<file path="src/rtl/core/pdbc_pkg.sv">
// shared types, constants and register map of the pwm duty band classifier
`timescale 1ns / 1ps
`default_nettype none
package pdbc_pkg;

	// tick counter width default
	localparam int CNT_W_DEFAULT = 20;

	// duty bounds are tenths of a percent
	localparam int BOUND_W = 10;
	localparam int DUTY_SCALE = 1000;
	localparam int CHAN_W = 8;
	localparam int BAND_W = 2;

	// result queue between the front and back parts
	localparam int QUEUE_DEPTH = 4;

	// apb port
	localparam int ADDR_W = 5;
	localparam int DATA_W = 32;

	// register indexes, byte address is four times the index
	localparam logic [2:0] REG_CHANNEL_ID = 3'd0;
	localparam logic [2:0] REG_HIGH_LOWER = 3'd1;
	localparam logic [2:0] REG_MID_LOWER = 3'd2;
	localparam logic [2:0] REG_LOW_LOWER = 3'd3;
	localparam logic [2:0] REG_LOW_UPPER = 3'd4;

	// register reset values
	localparam logic [CHAN_W-1:0] RST_CHANNEL_ID = 8'd0;
	localparam logic [BOUND_W-1:0] RST_HIGH_LOWER = 10'd55;
	localparam logic [BOUND_W-1:0] RST_MID_LOWER = 10'd85;
	localparam logic [BOUND_W-1:0] RST_LOW_LOWER = 10'd115;
	localparam logic [BOUND_W-1:0] RST_LOW_UPPER = 10'd145;

	// band codes
	typedef enum logic [BAND_W-1:0] {
		BAND_HIGH = 2'd0,
		BAND_MID = 2'd1,
		BAND_LOW = 2'd2,
		BAND_ERROR = 2'd3
	} band_t;

	// configuration seen by the back part
	typedef struct packed {
		logic [CHAN_W-1:0] channel_id;
		logic [BOUND_W-1:0] high_lower;
		logic [BOUND_W-1:0] mid_lower;
		logic [BOUND_W-1:0] low_lower;
		logic [BOUND_W-1:0] low_upper;
	} cfg_t;

	// front part phase
	typedef enum logic [2:0] {
		PH_WAIT = 3'b001,
		PH_HIGH = 3'b010,
		PH_LOW = 3'b100
	} phase_t;

endpackage
`default_nettype wire

</file>
<file path="src/rtl/core/pdbc_ifs.sv">
// valid/ready channel interfaces for pin samples and band results
`timescale 1ns / 1ps
`default_nettype none
interface pdbc_sample_if;
	logic valid;
	logic ready;
	logic pin_level;

	modport source (output valid, output pin_level, input ready);
	modport sink (input valid, input pin_level, output ready);
endinterface

interface pdbc_result_if;
	logic valid;
	logic ready;
	logic [7:0] channel_index;
	logic [1:0] band_code;

	modport source (output valid, output channel_index, output band_code, input ready);
	modport sink (input valid, input channel_index, input band_code, output ready);
endinterface
`default_nettype wire

</file>
<file path="src/rtl/core/pdbc_regs.sv">
// apb configuration registers
`timescale 1ns / 1ps
`default_nettype none
module pdbc_regs import pdbc_pkg::*; (
	input wire logic clk,
	input wire logic arst_n,
	input wire logic psel,
	input wire logic penable,
	input wire logic pwrite,
	input wire logic [ADDR_W-1:0] paddr,
	input wire logic [DATA_W-1:0] pwdata,
	output logic [DATA_W-1:0] prdata,
	output logic pready,
	output cfg_t cfg
);

	cfg_t cfg_q;
	logic wr_en;
	logic [2:0] idx;

	assign pready = 1'b1;
	assign wr_en = psel & penable & pwrite;
	assign idx = paddr[4:2];
	assign cfg = cfg_q;

	// register writes, indexes past the map are dropped
	always_ff @(posedge clk or negedge arst_n) begin
		if (!arst_n) begin
			cfg_q.channel_id <= RST_CHANNEL_ID;
			cfg_q.high_lower <= RST_HIGH_LOWER;
			cfg_q.mid_lower <= RST_MID_LOWER;
			cfg_q.low_lower <= RST_LOW_LOWER;
			cfg_q.low_upper <= RST_LOW_UPPER;
		end else if (wr_en) begin
			unique case (idx)
				REG_CHANNEL_ID: cfg_q.channel_id <= pwdata[CHAN_W-1:0];
				REG_HIGH_LOWER: cfg_q.high_lower <= pwdata[BOUND_W-1:0];
				REG_MID_LOWER: cfg_q.mid_lower <= pwdata[BOUND_W-1:0];
				REG_LOW_LOWER: cfg_q.low_lower <= pwdata[BOUND_W-1:0];
				REG_LOW_UPPER: cfg_q.low_upper <= pwdata[BOUND_W-1:0];
				default: ;
			endcase
		end
	end

	// read back
	always_comb begin
		unique case (idx)
			REG_CHANNEL_ID: prdata = DATA_W'(cfg_q.channel_id);
			REG_HIGH_LOWER: prdata = DATA_W'(cfg_q.high_lower);
			REG_MID_LOWER: prdata = DATA_W'(cfg_q.mid_lower);
			REG_LOW_LOWER: prdata = DATA_W'(cfg_q.low_lower);
			REG_LOW_UPPER: prdata = DATA_W'(cfg_q.low_upper);
			default: prdata = '0;
		endcase
	end

endmodule
`default_nettype wire

</file>
<file path="src/rtl/core/pdbc_front.sv">
// front part: edge tracking and saturating high/period tick counters
`timescale 1ns / 1ps
`default_nettype none
module pdbc_front import pdbc_pkg::*; #(
	parameter int COUNT_WIDTH = CNT_W_DEFAULT
) (
	input wire logic clk,
	input wire logic arst_n,
	pdbc_sample_if.sink samples,
	input wire logic q_full,
	output logic q_push,
	output logic [2*COUNT_WIDTH-1:0] q_wdata
);

	phase_t phase_q;
	logic [COUNT_WIDTH-1:0] period_q;
	logic [COUNT_WIDTH-1:0] high_q;
	logic [COUNT_WIDTH-1:0] period_inc;
	logic [COUNT_WIDTH-1:0] high_inc;
	logic accept;
	logic pin;

	assign samples.ready = ~q_full;
	assign accept = samples.valid & ~q_full;
	assign pin = samples.pin_level;

	// saturating increments
	assign period_inc = (&period_q) ? period_q : period_q + COUNT_WIDTH'(1);
	assign high_inc = (&high_q) ? high_q : high_q + COUNT_WIDTH'(1);

	// a rising edge in the low part closes a period
	assign q_push = accept & pin & (phase_q == PH_LOW);
	assign q_wdata = {high_q, period_q};

	// phase and counters change only on an accepted word
	always_ff @(posedge clk or negedge arst_n) begin
		if (!arst_n) begin
			phase_q <= PH_WAIT;
			period_q <= '0;
			high_q <= '0;
		end else if (accept) begin
			unique case (phase_q)
				PH_HIGH: begin
					period_q <= period_inc;
					if (pin) begin
						high_q <= high_inc;
					end else begin
						phase_q <= PH_LOW;
					end
				end
				PH_LOW: begin
					if (pin) begin
						period_q <= COUNT_WIDTH'(1);
						high_q <= COUNT_WIDTH'(1);
						phase_q <= PH_HIGH;
					end else begin
						period_q <= period_inc;
					end
				end
				default: begin
					if (pin) begin
						period_q <= COUNT_WIDTH'(1);
						high_q <= COUNT_WIDTH'(1);
						phase_q <= PH_HIGH;
					end
				end
			endcase
		end
	end

endmodule
`default_nettype wire

</file>
<file path="src/rtl/core/pdbc_queue.sv">
// small register fifo between the front and back parts
`timescale 1ns / 1ps
`default_nettype none
module pdbc_queue import pdbc_pkg::*; #(
	parameter int WIDTH = 2 * CNT_W_DEFAULT
) (
	input wire logic clk,
	input wire logic arst_n,
	input wire logic push,
	input wire logic [WIDTH-1:0] wdata,
	input wire logic pop,
	output logic [WIDTH-1:0] rdata,
	output logic full,
	output logic not_empty
);

	localparam int PTR_W = $clog2(QUEUE_DEPTH);
	localparam int CNT_W = $clog2(QUEUE_DEPTH + 1);

	logic [WIDTH-1:0] entry_q [QUEUE_DEPTH];
	logic [PTR_W-1:0] wr_ptr_q;
	logic [PTR_W-1:0] rd_ptr_q;
	logic [CNT_W-1:0] fill_q;
	logic do_push;
	logic do_pop;

	assign full = (fill_q == CNT_W'(QUEUE_DEPTH));
	assign not_empty = (fill_q != '0);
	assign do_push = push & ~full;
	assign do_pop = pop & not_empty;
	assign rdata = entry_q[rd_ptr_q];

	// pointers and fill level
	always_ff @(posedge clk or negedge arst_n) begin
		if (!arst_n) begin
			wr_ptr_q <= '0;
			rd_ptr_q <= '0;
			fill_q <= '0;
		end else begin
			if (do_push) begin
				wr_ptr_q <= (wr_ptr_q == PTR_W'(QUEUE_DEPTH - 1)) ? '0 : wr_ptr_q + PTR_W'(1);
			end
			if (do_pop) begin
				rd_ptr_q <= (rd_ptr_q == PTR_W'(QUEUE_DEPTH - 1)) ? '0 : rd_ptr_q + PTR_W'(1);
			end
			if (do_push & ~do_pop) begin
				fill_q <= fill_q + CNT_W'(1);
			end else if (do_pop & ~do_push) begin
				fill_q <= fill_q - CNT_W'(1);
			end
		end
	end

	// storage
	always_ff @(posedge clk) begin
		if (do_push) begin
			entry_q[wr_ptr_q] <= wdata;
		end
	end

endmodule
`default_nettype wire

</file>
<file path="src/rtl/core/pdbc_back.sv">
// back part: cross-multiplied duty compare and band output register
`timescale 1ns / 1ps
`default_nettype none
module pdbc_back import pdbc_pkg::*; #(
	parameter int COUNT_WIDTH = CNT_W_DEFAULT
) (
	input wire logic clk,
	input wire logic arst_n,
	input wire logic q_not_empty,
	input wire logic [2*COUNT_WIDTH-1:0] q_rdata,
	output logic q_pop,
	input wire cfg_t cfg,
	pdbc_result_if.source results
);

	localparam int PW = COUNT_WIDTH + BOUND_W;

	logic [COUNT_WIDTH-1:0] high_ticks;
	logic [COUNT_WIDTH-1:0] period_ticks;
	logic valid_s1;
	logic [PW-1:0] scaled_s1;
	logic [PW-1:0] hl_s1;
	logic [PW-1:0] ml_s1;
	logic [PW-1:0] ll_s1;
	logic [PW-1:0] lu_s1;
	logic out_valid_q;
	logic [CHAN_W-1:0] out_chan_q;
	band_t out_band_q;
	logic out_en;
	logic s1_en;
	logic in_high;
	logic in_mid;
	logic in_low;
	band_t band;

	assign high_ticks = q_rdata[2*COUNT_WIDTH-1:COUNT_WIDTH];
	assign period_ticks = q_rdata[COUNT_WIDTH-1:0];

	// stall chain from the output register back to the queue
	assign out_en = ~out_valid_q | results.ready;
	assign s1_en = ~valid_s1 | out_en;
	assign q_pop = q_not_empty & s1_en;

	always_ff @(posedge clk or negedge arst_n) begin
		if (!arst_n) begin
			valid_s1 <= 1'b0;
			out_valid_q <= 1'b0;
		end else begin
			if (s1_en) begin
				valid_s1 <= q_not_empty;
			end
			if (out_en) begin
				out_valid_q <= valid_s1;
			end
		end
	end

	// stage 1: scaled high time and bound times period
	always_ff @(posedge clk) begin
		if (s1_en) begin
			scaled_s1 <= PW'(high_ticks) * PW'(DUTY_SCALE);
			hl_s1 <= PW'(cfg.high_lower) * PW'(period_ticks);
			ml_s1 <= PW'(cfg.mid_lower) * PW'(period_ticks);
			ll_s1 <= PW'(cfg.low_lower) * PW'(period_ticks);
			lu_s1 <= PW'(cfg.low_upper) * PW'(period_ticks);
		end
	end

	// stage 2: strict window tests, first window that holds wins
	assign in_high = (scaled_s1 > hl_s1) & (scaled_s1 < ml_s1);
	assign in_mid = (scaled_s1 > ml_s1) & (scaled_s1 < ll_s1);
	assign in_low = (scaled_s1 > ll_s1) & (scaled_s1 < lu_s1);

	always_comb begin
		if (in_high) begin
			band = BAND_HIGH;
		end else if (in_mid) begin
			band = BAND_MID;
		end else if (in_low) begin
			band = BAND_LOW;
		end else begin
			band = BAND_ERROR;
		end
	end

	// output register
	always_ff @(posedge clk) begin
		if (out_en) begin
			out_chan_q <= cfg.channel_id;
			out_band_q <= band;
		end
	end

	assign results.valid = out_valid_q;
	assign results.channel_index = out_chan_q;
	assign results.band_code = out_band_q;

endmodule
`default_nettype wire

</file>
<file path="src/rtl/core/pwm_duty_band_classifier_core.sv">
// top level of the pwm duty band classifier
//
//  port      | direction | handshake        | carries
//  ----------+-----------+------------------+------------------------------
//  samples   | in        | valid / ready    | pin_level, one pin sample per word
//  results   | out       | valid / ready    | channel_index, band_code
//  apb       | in        | psel / penable   | five config registers at 4*index
//
// one sample word is taken every clock while the result queue has room.
// after the closing sample is taken, its band word passes the queue register,
// the multiply stage and the output register in that order.
// samples stall only when four results wait in the queue behind a stalled output.
// reset clears the phase, the tick counters and the queue; registers take defaults.
`timescale 1ns / 1ps
`default_nettype none
module pwm_duty_band_classifier_core import pdbc_pkg::*; #(
	parameter int COUNT_WIDTH = CNT_W_DEFAULT
) (
	input wire logic clk,
	input wire logic arst_n,
	pdbc_sample_if.sink samples,
	pdbc_result_if.source results,
	input wire logic psel,
	input wire logic penable,
	input wire logic pwrite,
	input wire logic [ADDR_W-1:0] paddr,
	input wire logic [DATA_W-1:0] pwdata,
	output logic [DATA_W-1:0] prdata,
	output logic pready
);

	cfg_t cfg;
	logic q_push;
	logic q_pop;
	logic q_full;
	logic q_not_empty;
	logic [2*COUNT_WIDTH-1:0] q_wdata;
	logic [2*COUNT_WIDTH-1:0] q_rdata;

	// configuration registers
	pdbc_regs u_regs (
		.clk (clk),
		.arst_n (arst_n),
		.psel (psel),
		.penable (penable),
		.pwrite (pwrite),
		.paddr (paddr),
		.pwdata (pwdata),
		.prdata (prdata),
		.pready (pready),
		.cfg (cfg)
	);

	// edge tracking and counting
	pdbc_front #(
		.COUNT_WIDTH (COUNT_WIDTH)
	) u_front (
		.clk (clk),
		.arst_n (arst_n),
		.samples (samples),
		.q_full (q_full),
		.q_push (q_push),
		.q_wdata (q_wdata)
	);

	// decoupling queue of closed periods
	pdbc_queue #(
		.WIDTH (2 * COUNT_WIDTH)
	) u_queue (
		.clk (clk),
		.arst_n (arst_n),
		.push (q_push),
		.wdata (q_wdata),
		.pop (q_pop),
		.rdata (q_rdata),
		.full (q_full),
		.not_empty (q_not_empty)
	);

	// classification and output
	pdbc_back #(
		.COUNT_WIDTH (COUNT_WIDTH)
	) u_back (
		.clk (clk),
		.arst_n (arst_n),
		.q_not_empty (q_not_empty),
		.q_rdata (q_rdata),
		.q_pop (q_pop),
		.cfg (cfg),
		.results (results)
	);

endmodule
`default_nettype wire

</file>
<file path="src/flat_wrapper.sv">
// flat-port wrapper written by rule: the top's interface ports become plain ports
module pwm_duty_band_classifier_core_flat import pdbc_pkg::*;
#(
	parameter int COUNT_WIDTH = CNT_W_DEFAULT
)
  (clk, arst_n, psel, penable, pwrite, paddr, pwdata, prdata, pready, samples_valid, samples_pin_level, samples_ready, results_valid, results_channel_index, results_band_code, results_ready);
  pdbc_sample_if samples_i ();
  pdbc_result_if results_i ();
  input wire logic clk;
  input wire logic arst_n;
  input wire logic psel;
  input wire logic penable;
  input wire logic pwrite;
  input wire logic [ADDR_W-1:0] paddr;
  input wire logic [DATA_W-1:0] pwdata;
  output logic [DATA_W-1:0] prdata;
  output logic pready;
  input wire logic [$bits(samples_i.valid)-1:0] samples_valid;
  input wire logic [$bits(samples_i.pin_level)-1:0] samples_pin_level;
  output wire logic [$bits(samples_i.ready)-1:0] samples_ready;
  output wire logic [$bits(results_i.valid)-1:0] results_valid;
  output wire logic [$bits(results_i.channel_index)-1:0] results_channel_index;
  output wire logic [$bits(results_i.band_code)-1:0] results_band_code;
  input wire logic [$bits(results_i.ready)-1:0] results_ready;
  assign samples_i.valid = samples_valid;
  assign samples_i.pin_level = samples_pin_level;
  assign samples_ready = samples_i.ready;
  assign results_valid = results_i.valid;
  assign results_channel_index = results_i.channel_index;
  assign results_band_code = results_i.band_code;
  assign results_i.ready = results_ready;
  pwm_duty_band_classifier_core #(.COUNT_WIDTH(COUNT_WIDTH)) u_core (.clk(clk), .arst_n(arst_n), .samples(samples_i), .results(results_i), .psel(psel), .penable(penable), .pwrite(pwrite), .paddr(paddr), .pwdata(pwdata), .prdata(prdata), .pready(pready));
endmodule
</file>
<file path="config.mk">
export PLATFORM = sky130hd
export DESIGN_NAME = pwm_duty_band_classifier_core_flat
export DESIGN_NICKNAME = d
export VERILOG_FILES = /design/src/rtl/core/pdbc_pkg.sv /design/src/rtl/core/pdbc_ifs.sv /design/src/rtl/core/pdbc_regs.sv /design/src/rtl/core/pdbc_front.sv /design/src/rtl/core/pdbc_queue.sv /design/src/rtl/core/pdbc_back.sv /design/src/rtl/core/pwm_duty_band_classifier_core.sv /design/src/flat_wrapper.sv
export SDC_FILE = /design/constraint.sdc
export NUM_CORES = 2
export LEC_CHECK = 0
export ABC_AREA = 1
export BUFFER_PORTS_ARGS = -buffer_cell sky130_fd_sc_hd__buf_2
export CORE_AREA = 2 2 372 282
export CTS_CLUSTER_DIAMETER = 80
export DETAILED_ROUTE_END_ITERATION = 10
export DIE_AREA = 0 0 374 284
export PLACE_DENSITY = 0.66
export SLEW_MARGIN = 5
export SYNTH_ARGS = -nofsm -noshare
export SYNTH_HDL_FRONTEND = slang
export SYNTH_HIERARCHICAL = 1
export SYNTH_SLANG_ARGS = --single-unit
</file>
<file path="constraint.sdc">
create_clock -name clk -period 7.7 [get_ports clk]
set_input_delay 1.155 -clock clk [delete_from_list [all_inputs] [get_ports clk]]
set_output_delay 1.155 -clock clk [all_outputs]
set_load 0.005 [all_outputs]
</file>
==> results by group <==
STA
  – Final Slew Violations: 0
  – Final period utilization: between 90 and 100%
  – Fmax: 140 MHz
  – Count of final setup violators: 0
  – RSZ-0062 raised after global routing: false
  – Transition at the pin with the smallest max-transition slack: between 1000 and 1500 ps
  – Final period demand of the worst path: 7120 ps
  – Setup total negative slack: 0 ps
  – Setup skew after layout: 73.5 ps
  – Slew Limit Headroom: 22.9%
  – Total count of hold-check failures in the final report: 0

Run status
  – Status: complete, no violations

Yosys
  – Number of enable-type register cells in the synthesized netlist: 317
  – Post-Synthesis Cells: 6278
  – Proportion of synthesized flip-flops having asynchronous set or reset: approximately a quarter
  – Post-synthesis instance area: about 51000 µm²
  – Register area share after synthesis: around a quarter
  – Mean instance size in the synthesized netlist: 8.13 µm²
  – Number of distinct standard cells referenced by the synthesized netlist: 52
  – Warning count from the yosys run: 6
  – Primary flip-flop cell chosen by synthesis mapping: sky130_fd_sc_hd__edfxtp_1
  – Post-synthesis register bit count: 417

Placement
  – Weighted congestion at the end of routability-driven global placement: 0.981
  – Sum of net half-perimeters after detailed placement: 103 mm
  – Number of cells in the design after placement: 7527
  – Buffers on Ports: between 40 and 50
  – Total cell area at the placement stage: 52600 µm²

Die
  – Starting Density: 49.8%
  – Die outline height: around 280 µm
  – Count of pins on the block boundary: 90
  – Die extent in x: 374 µm
  – Total core area: 102000 µm²
  – Rows: 102
  – Floorplan die area: 106000 µm²

Clock network
  – CTS hold repair buffers: 0
  – Clock-pin transition on the worst setup and hold timing paths: 60 ps
  – Cell at the root of the clock tree: sky130_fd_sc_hd__clkbuf_16
  – # clock sinks: between 400 and 500
  – Max H-tree Level: 2
  – Latest clock arrival within the worst-skew pair: 640 ps
  – Cts repair resizes: 0
  – Inserted Clock Buffers: 47
  – Buffer depth of the longest clock path: 3
  – Number of post-CTS setup repair buffers: 0
  – CTS tree: yes

Setup path
  – Crit end category: flop
  – Signal arrival time at the worst endpoint: about 7400 ps
  – Endpoint required time on the critical path: between 8000 and 9000 ps
  – Worst Setup Path Type: reg -> reg
  – Maximum net fanout on the critical path: 57
  – CP Launch Type: flop

Finish
  – Number of diodes added for antenna fixing: 0
  – Layout-stage area growth over the synthesis result: 6.32%
  – Finished Layout Cells: around 7600
  – Final std cell area, no fill: 54300 µm²
  – Final nets: ~7300
  – Final core utilization: 53.0%
  – Layout cell share with drive strength beyond 1: 5.89%

GRT
  – Global-route wire length before repair: 213 mm
  – Initial antenna violation count: 4
  – GR Util All Layers: 25.4%
  – Number of global-route vias before repair: 38400
  – GRT Residual Overflow: 0
  – Maximum number of pins on one net before global-route repair: 79

Drt
  – Total Wirelength: about 130 mm
  – Average routed wire per standard cell: 17.5 µm
  – DR DRC count: 0
  – Via count of the routed design: 39600
  – Vias per cell: around 5.2
  – Drt initial violations: around 3700
  – Pre-Repair DR Iteration Count: 6
  – Remaining antenna violation count after routing: 0

Flow run
  – Max-capacitance violation count: 0

Hold path
  – Class of the tightest hold or removal check: reg -> reg
## cells in the mapped netlist (all sizes together), types with 3 or more instances
cell type,number,area share [%]
nand3,196,2.0
nand4,59,0.74
nor3,48,0.55
nor2,323,2.5
o211ai,90,1.8
and2,4,0.049
a31oi,5,0.061
nand2,1762,13
dfrtp,82,4.0
buf,66,1.0
ha,437,11
o21bai,14,0.21
a21o,12,0.18
edfxtp,317,19
o21ai,166,1.6
dfstp,18,0.93
xnor2,16,0.27
a21boi,6,0.088
nand3b,13,0.19
or2,5,0.061
fa,639,25
inv,1544,11
xor2,86,1.5
a21oi,189,1.9
nor4,3,0.037
clkbuf,167,1.2
## worst max-delay path: stages (launching register included)
cell and delay (ps):
sky130_fd_sc_hd__dfrtp_4 910, sky130_fd_sc_hd__buf_4 390, sky130_fd_sc_hd__o211ai_2 120, sky130_fd_sc_hd__nand2_1 770, sky130_fd_sc_hd__nand2_1 160, sky130_fd_sc_hd__fa_1 510
sky130_fd_sc_hd__fa_1 540, sky130_fd_sc_hd__inv_1 50, sky130_fd_sc_hd__fa_1 450, sky130_fd_sc_hd__fa_1 490, sky130_fd_sc_hd__inv_1 50, sky130_fd_sc_hd__fa_1 470
sky130_fd_sc_hd__inv_1 40, sky130_fd_sc_hd__ha_1 330, sky130_fd_sc_hd__a21oi_1 260, sky130_fd_sc_hd__o21ai_1 140, sky130_fd_sc_hd__a21oi_1 340, sky130_fd_sc_hd__inv_1 120
sky130_fd_sc_hd__nand2_1 90, sky130_fd_sc_hd__nand2_1 60, sky130_fd_sc_hd__xor2_1 480
## flip-flops by register name, summed over array words and instances, names as in the netlist, 20 cells and up
name and cells:
u_core/u_back/hl_s1 30, u_core/u_back/ll_s1 30, u_core/u_queue/entry_q 160, u_core/u_back/scaled_s1 27, u_core/u_front/high_q 20, u_core/u_regs/cfg 48
u_core/u_back/ml_s1 30, u_core/u_front/period_q 20, u_core/u_back/lu_s1 30
## placed cells by master, fill, tap and decap left out, types with 9 or more instances in the layout
cell and instances:
sky130_fd_sc_hd__nand2_1 1708, sky130_fd_sc_hd__inv_1 1533, sky130_fd_sc_hd__fa_1 639, sky130_fd_sc_hd__ha_1 437, sky130_fd_sc_hd__edfxtp_1 317, sky130_fd_sc_hd__nor2_1 305, sky130_fd_sc_hd__a21oi_1 185, sky130_fd_sc_hd__nand3_1 185
sky130_fd_sc_hd__o21ai_0 116, sky130_fd_sc_hd__xor2_1 86, sky130_fd_sc_hd__dfrtp_1 81, sky130_fd_sc_hd__buf_4 59, sky130_fd_sc_hd__nand4_1 58, sky130_fd_sc_hd__nand2_2 53, sky130_fd_sc_hd__o21ai_1 49, sky130_fd_sc_hd__clkbuf_16 47
sky130_fd_sc_hd__o211ai_1 46, sky130_fd_sc_hd__o211ai_2 44, sky130_fd_sc_hd__buf_2 41, sky130_fd_sc_hd__nor3_1 40, sky130_fd_sc_hd__conb_1 23, sky130_fd_sc_hd__dfstp_2 18, sky130_fd_sc_hd__xnor2_1 16, sky130_fd_sc_hd__o21bai_1 14
sky130_fd_sc_hd__nand3b_1 13, sky130_fd_sc_hd__a21o_1 12, sky130_fd_sc_hd__inv_2 12, sky130_fd_sc_hd__clkinv_2 11, sky130_fd_sc_hd__nor2_2 11, sky130_fd_sc_hd__nand3_2 9, sky130_fd_sc_hd__buf_12 9
## metrics by stage
step | hold WS, ps | worst slack, ps
CTS | 490 | 778
global placement | 475 | 888
floorplan | 435 | 1160
finish | 498 | 582
detailed placement | 467 | 857
global route | 507 | 219
## area by class of cell
type / count / area (µm²)
Clock buffer: 53 / 1220
Fill cell: 9548 / 48200
Tap cell: 1352 / 1690
Inverter: 1545 / 5800
Sequential cell: 417 / 12000
Multi-Input combinational cell: 4104 / 32200
Timing Repair Buffer: 109 / 828
Clock inverter: 34 / 498
## layer usage
| metal | GRT usage [%] | wire length, µm |
|---|---|---|
| met1 | 40.2 | 64700 |
| met2 | 35.6 | 53700 |
| met3 | 5.49 | 12800 |
| met4 | 4.84 | 2240 |
| met5 | 0 | 0 |
## worst paths after layout
| check | cells past startpoint | start | endpoint | slack [ps] |
|---|---|---|---|---|
| min | 0 | u_core/u_regs/cfg[46]$_DFFE_PN0P_ | u_core/u_back/results.channel_index[6]$_DFFE_PP_ | 500 |
| max | 20 | u_core/u_queue/rd_ptr_q[0]$_DFFE_PN0P_ | u_core/u_back/lu_s1[14]$_DFFE_PN_ | 580 |
| max reg2reg | 20 | u_core/u_queue/rd_ptr_q[0]$_DFFE_PN0P_ | u_core/u_back/lu_s1[14]$_DFFE_PN_ | 580 |
| min in group asynchronous | 1 | arst_n | u_core/u_regs/cfg[21]$_DFFE_PN0P_ | 620 |
| min reg2reg | 0 | u_core/u_regs/cfg[46]$_DFFE_PN0P_ | u_core/u_back/results.channel_index[6]$_DFFE_PP_ | 500 |
| max in group asynchronous | 2 | arst_n | u_core/u_queue/rd_ptr_q[0]$_DFFE_PN0P_ | 5910 |
## kinds of logic after synthesis
logic type                 count (synthesis)  share of synthesized area, %
other                                      2                        0.0147
DFF                                      417                          23.6
buffers and inverters                   1778                          13.6
and+or+nand+nor                         2415                          19.4
AOI/OAI and AO/OA                        488                          5.89
xor gates and xnor gates                 102                          1.75
adders and majority gates               1076                          35.8
Power is left out: the tool's default activity adds up to more than one toggle a clock period on the data nets, which glitch-free logic cannot reach.
